===== src/rtl/ssrg_ram.sv =====
module ssrg_ram #(
   parameter int WIDTH = 8,
   parameter int DEPTH = 16
) (
   input  logic                             clock,
   input  logic                             we,
   input  logic [$clog2(DEPTH > 1 ? DEPTH : 2)-1:0] waddr,
   input  logic [WIDTH-1:0]                 wdata,
   input  logic [$clog2(DEPTH > 1 ? DEPTH : 2)-1:0] raddr,
   output logic [WIDTH-1:0]                 rdata
);
   logic [WIDTH-1:0] mem [DEPTH];
   logic [WIDTH-1:0] rdata_ff;

   always_ff @(posedge clock) begin
      if (we) begin
         mem[waddr] <= wdata;
      end
      rdata_ff <= mem[raddr];
   end

   assign rdata = rdata_ff;
endmodule


===== config.mk =====
export PLATFORM = sky130hd
export DESIGN_NAME = ssrg_ram
export DESIGN_NICKNAME = d
export VERILOG_FILES = /design/src/rtl/ssrg_ram.sv
export SDC_FILE = /design/constraint.sdc
export NUM_CORES = 1
export LEC_CHECK = 0
export ABC_CLOCK_PERIOD_IN_PS = 3800
export BUFFER_PORTS_ARGS = -buffer_cell sky130_fd_sc_hd__buf_4
export CAP_MARGIN = 25
export CELL_PAD_IN_SITES_DETAIL_PLACEMENT = 0
export CELL_PAD_IN_SITES_GLOBAL_PLACEMENT = 1
export CORE_UTILIZATION = 40
export DETAILED_ROUTE_END_ITERATION = 8
export PLACE_DENSITY = 0.66
export SLEW_MARGIN = 20
export SYNTH_ARGS = -nofsm -noshare
export SYNTH_HDL_FRONTEND = slang
export SYNTH_SLANG_ARGS = --single-unit

===== constraint.sdc =====
create_clock -name clock -period 3.8 [get_ports clock]
set_input_delay 0 -clock clock [delete_from_list [all_inputs] [get_ports clock]]
set_output_delay 0 -clock clock [all_outputs]
set_load 0.02 [all_outputs]

* After elaboration in Yosys (flattened, before gate mapping)
Memories as Yosys holds them, arrays and structs flattened. A register that Yosys moved wholly into a read port is not among the register bits. Cells that the tools add are included.
Storage, ports and cells: flip-flop bits (word level) 0, bits in writable memories 128, bits of input ports 18, output and inout bits 8, logic and storage cells 3, memories 1
Cells by class: mux-type cells 2
Memory list:
- mem | words 16, bits a word 8, rd ports 1, clocked after memory_dff 1, wr ports 1, RTL line 12 | logic [WIDTH-1:0] mem [DEPTH];
Operators with widths (count):
- 2-to-1 mux 1 bit | 2

* Depth between registers and ports, before layout
depth after elaboration 2, gate-level depth with buffers 5, depth with buffers taken out 3

* Worst setup path after synthesis
No wires, ideal clock.
path kind input -> register, from in waddr[2] (netlist name), to mem mem[0][0] (enable), library setup time 0.383 ns, arrival time 1.110 ns, required time 3.417 ns, path slack 2.307 ns, cell stages on the path 2, path buffers 0, path through or3b_2 > nor3_1
RTL lines:
- start: declaration | RTL line 7 | input logic [$clog2(DEPTH > 1 ? DEPTH : 2)-1:0] waddr,
- end: declaration | RTL line 12
Straight into the memory's write port.

==> reports/summary.txt <==
Yosys cell types: 19
Ports: 26
CP max stage delay: 490 ps
mapped cell area: 5150 µm²
global-route usage over all layers: 0.164
Max Slew Vio Count: 0
WL/cell: 21.3 µm
worst hold path cell count: 2
Critical Path End: rdata[3]$_DFF_P_
Clock Skew: 7.28 ps
worst-margin pin slew: 968 ps
worst r2r src: mem[2][3]$_DFFE_PP_
Initial Util: 0.410
syn_area_per_cell: 22.5 µm²
antenna viol nets, final: 0
worst-path maximum fanout: 1
deepest clock path buffer count: 2
Remaining DRCs: 0
number of diodes: 0
total CTS buffers: 17
Worst path depth: 3
CTS tree: done
Place WS: 1870 ps
initial antenna violation count: 0
register bit total from synthesis: 136
required time worst endpoint: 4100 ps
Worst Setup End Kind: flop
Post-synth EDFFs: 128
Ys Warns: 0
Worst R2R Path Depth: 3
# setup viols final: 0
Site Rows: 41
Worst-Skew Late Latency: 420 ps
clock-pin slew on the worst setup and hold paths: 60 ps
reg2reg setup slack: 2400 ps
Initial DRT Pass Iterations: 4
# H-tree levels: 4
largest net degree at the start of global routing: 33
Slew HR: 0.351
LEAKAGE: 2.07 nW
worst min-delay path category: in -> reg
vias in the first global route: 2343
CP Launch Type: flop
Area growth syn-to-layout: 20.7%
Post-synth ARST share: 0
family with the most delay on the worst path: multiplexers
CP Buf/Inv Count: 0
syn nets: 247
die width: 115 µm
Cells after Synth: 229
# nets final: 292
max cap viols: 0
critical-path cell list: mux4_1 > a22oi_1 > nand2_1
Final Wtd Congestion: 0.695
Root Buffer: clkbuf_16
DR vias/cell: 5.18
RSZ-0062 raised after global routing: false
maximum clock frequency: 0.717 GHz
VDD IR-drop max: 287 µV
period utilisation layout: 0.367
share of cells above drive strength 1: 0.272
first-pass GRT wire length: 14700 µm
Setup Total Neg Slack: 0 ps
critical path arrival: 1690 ps
final hold viol count: 0
Main synth FF type: edfxtp_1
port bufs: 25
crit path launch: mem[2][3]$_DFFE_PP_
total grt overflow: 0
Power Density: 583 nW/µm²
DRT iter0 DRCs: 165
DPL Wire Length: 5770 µm
final wirelength: 9760 µm
die height: 115 µm
Crit Path Category: reg -> reg
routed via count: 2378
worst setup margin: 2400 ps
register area share after synthesis: 0.778
CORE AREA: 12600 µm²
CP max-delay cell: mux4_1
run status: complete, no violations
CTS Sinks: 136
Final Critical Period: 1400 ps
DIE AREA: 13300 µm²
RR Endpoint: rdata[3]$_DFF_P_
report_power, final:
| group | internal, W | leakage (nW) | switching [W] |
|---|---|---|---|
| combinational | 0.0000762 | 0.542 | 0.0000989 |
| clock | 0.00116 | 0.305 | 0.000602 |
| sequential | 0.00168 | 1.22 | 0.00000770 |
cell type report:
type                    instances  area (µm²)
flip-flops and latches        136        4000
fillers                      1012        6360
clock buffers                  18         429
well taps                     172         215
multi-input cells              83        1070
repair buffers                 36         290
clock inverters                14         205
metal layers:
metal / share of wire / track usage
met5: 0 / 0
met4: 0.011 / 0.0597
met3: 0.045 / 0.0549
met2: 0.48 / 0.251
met1: 0.46 / 0.220
worst reg2reg max path: cells and delay by family, from the launching register on:
family,cells,cell delay (ps)
muxes,1,490
and+or+nand+nor,1,90
AOI/OAI and AO/OA,1,330
DFF,1,370
cells in the mapped netlist (2+ instances only):
cell type	number	area [µm²]
edfxtp_1	128	3840
mux4_2	18	405
a22oi_1	16	120
mux4_1	14	368
nor2_1	13	48.8
nand2_1	9	33.8
dfxtp_1	8	160
nor3_1	4	20.0
buf_2	3	15.0
buf_6	3	33.8
clkdlybuf4s25_2	3	30.0
nand2b_1	2	12.5
nand3b_1	2	15.0
worst min path at each step:
stage               slack [ps]                    to      from
floorplan                  100   mem[0][0]$_DFFE_PP_  wdata[0]
global placement           300   mem[6][2]$_DFFE_PP_  wdata[2]
detailed placement         320   mem[6][5]$_DFFE_PP_  wdata[5]
CTS                         40  mem[12][1]$_DFFE_PP_  waddr[1]
global route                10   mem[0][3]$_DFFE_PP_  waddr[1]
finish                      10   mem[0][3]$_DFFE_PP_  waddr[1]
sequential cells by signal (all words and copies together) (netlist names):
register,count
mem,128
rdata,8
timing repair:
item	4_1_cts	5_1_grt
endpoints found under the hold margin	128	0
gates resized for setup	0	0
buffers inserted	0	0
setup endpoints to repair	0	0
hold buffers	8	0
per-stage QoR:
stage               hold slack [ps]  cell area, µm²  utilization  cells  power, W
global placement                304            5480        0.436    418   0.00188
detailed placement              320            5480        0.436    418   0.00189
CTS                            39.9            6200        0.493    458   0.00364
floorplan                      98.9            5150            -    229   0.00181
finish                         12.2            6210        0.494    459   0.00362
global route                   9.62            6210        0.494    459   0.00372
cells in the final DEF, fill, tap and decap left out:
| master | instances |
|---|---|
| a22oi_1 | 16 |
| and2_1 | 1 |
| and2b_1 | 1 |
| buf_4 | 28 |
| bufinv_16 | 5 |
| clkbuf_1 | 1 |
| clkbuf_16 | 17 |
| clkinv_1 | 2 |
| clkinv_2 | 3 |
| clkinv_4 | 2 |
| clkinvlp_4 | 2 |
| dfxtp_1 | 8 |
| dlygate4sd3_1 | 8 |
| edfxtp_1 | 128 |
| mux4_1 | 14 |
| mux4_2 | 18 |
| nand2_1 | 9 |
| nand2b_1 | 2 |
| nand3_1 | 1 |
| nand3b_1 | 2 |
| nor2_1 | 13 |
| nor2b_1 | 1 |
| nor3_1 | 2 |
| nor3_2 | 2 |
| or3b_2 | 1 |
logic make-up after synthesis:
group / Yosys count / share of synthesized area
simple gates: 35 / 0.0318
flops: 136 / 0.778
mux: 32 / 0.150
buf+inv: 10 / 0.0168
compound gates: 16 / 0.0233
No activity file was read; power rests on OpenSTA's default activity.
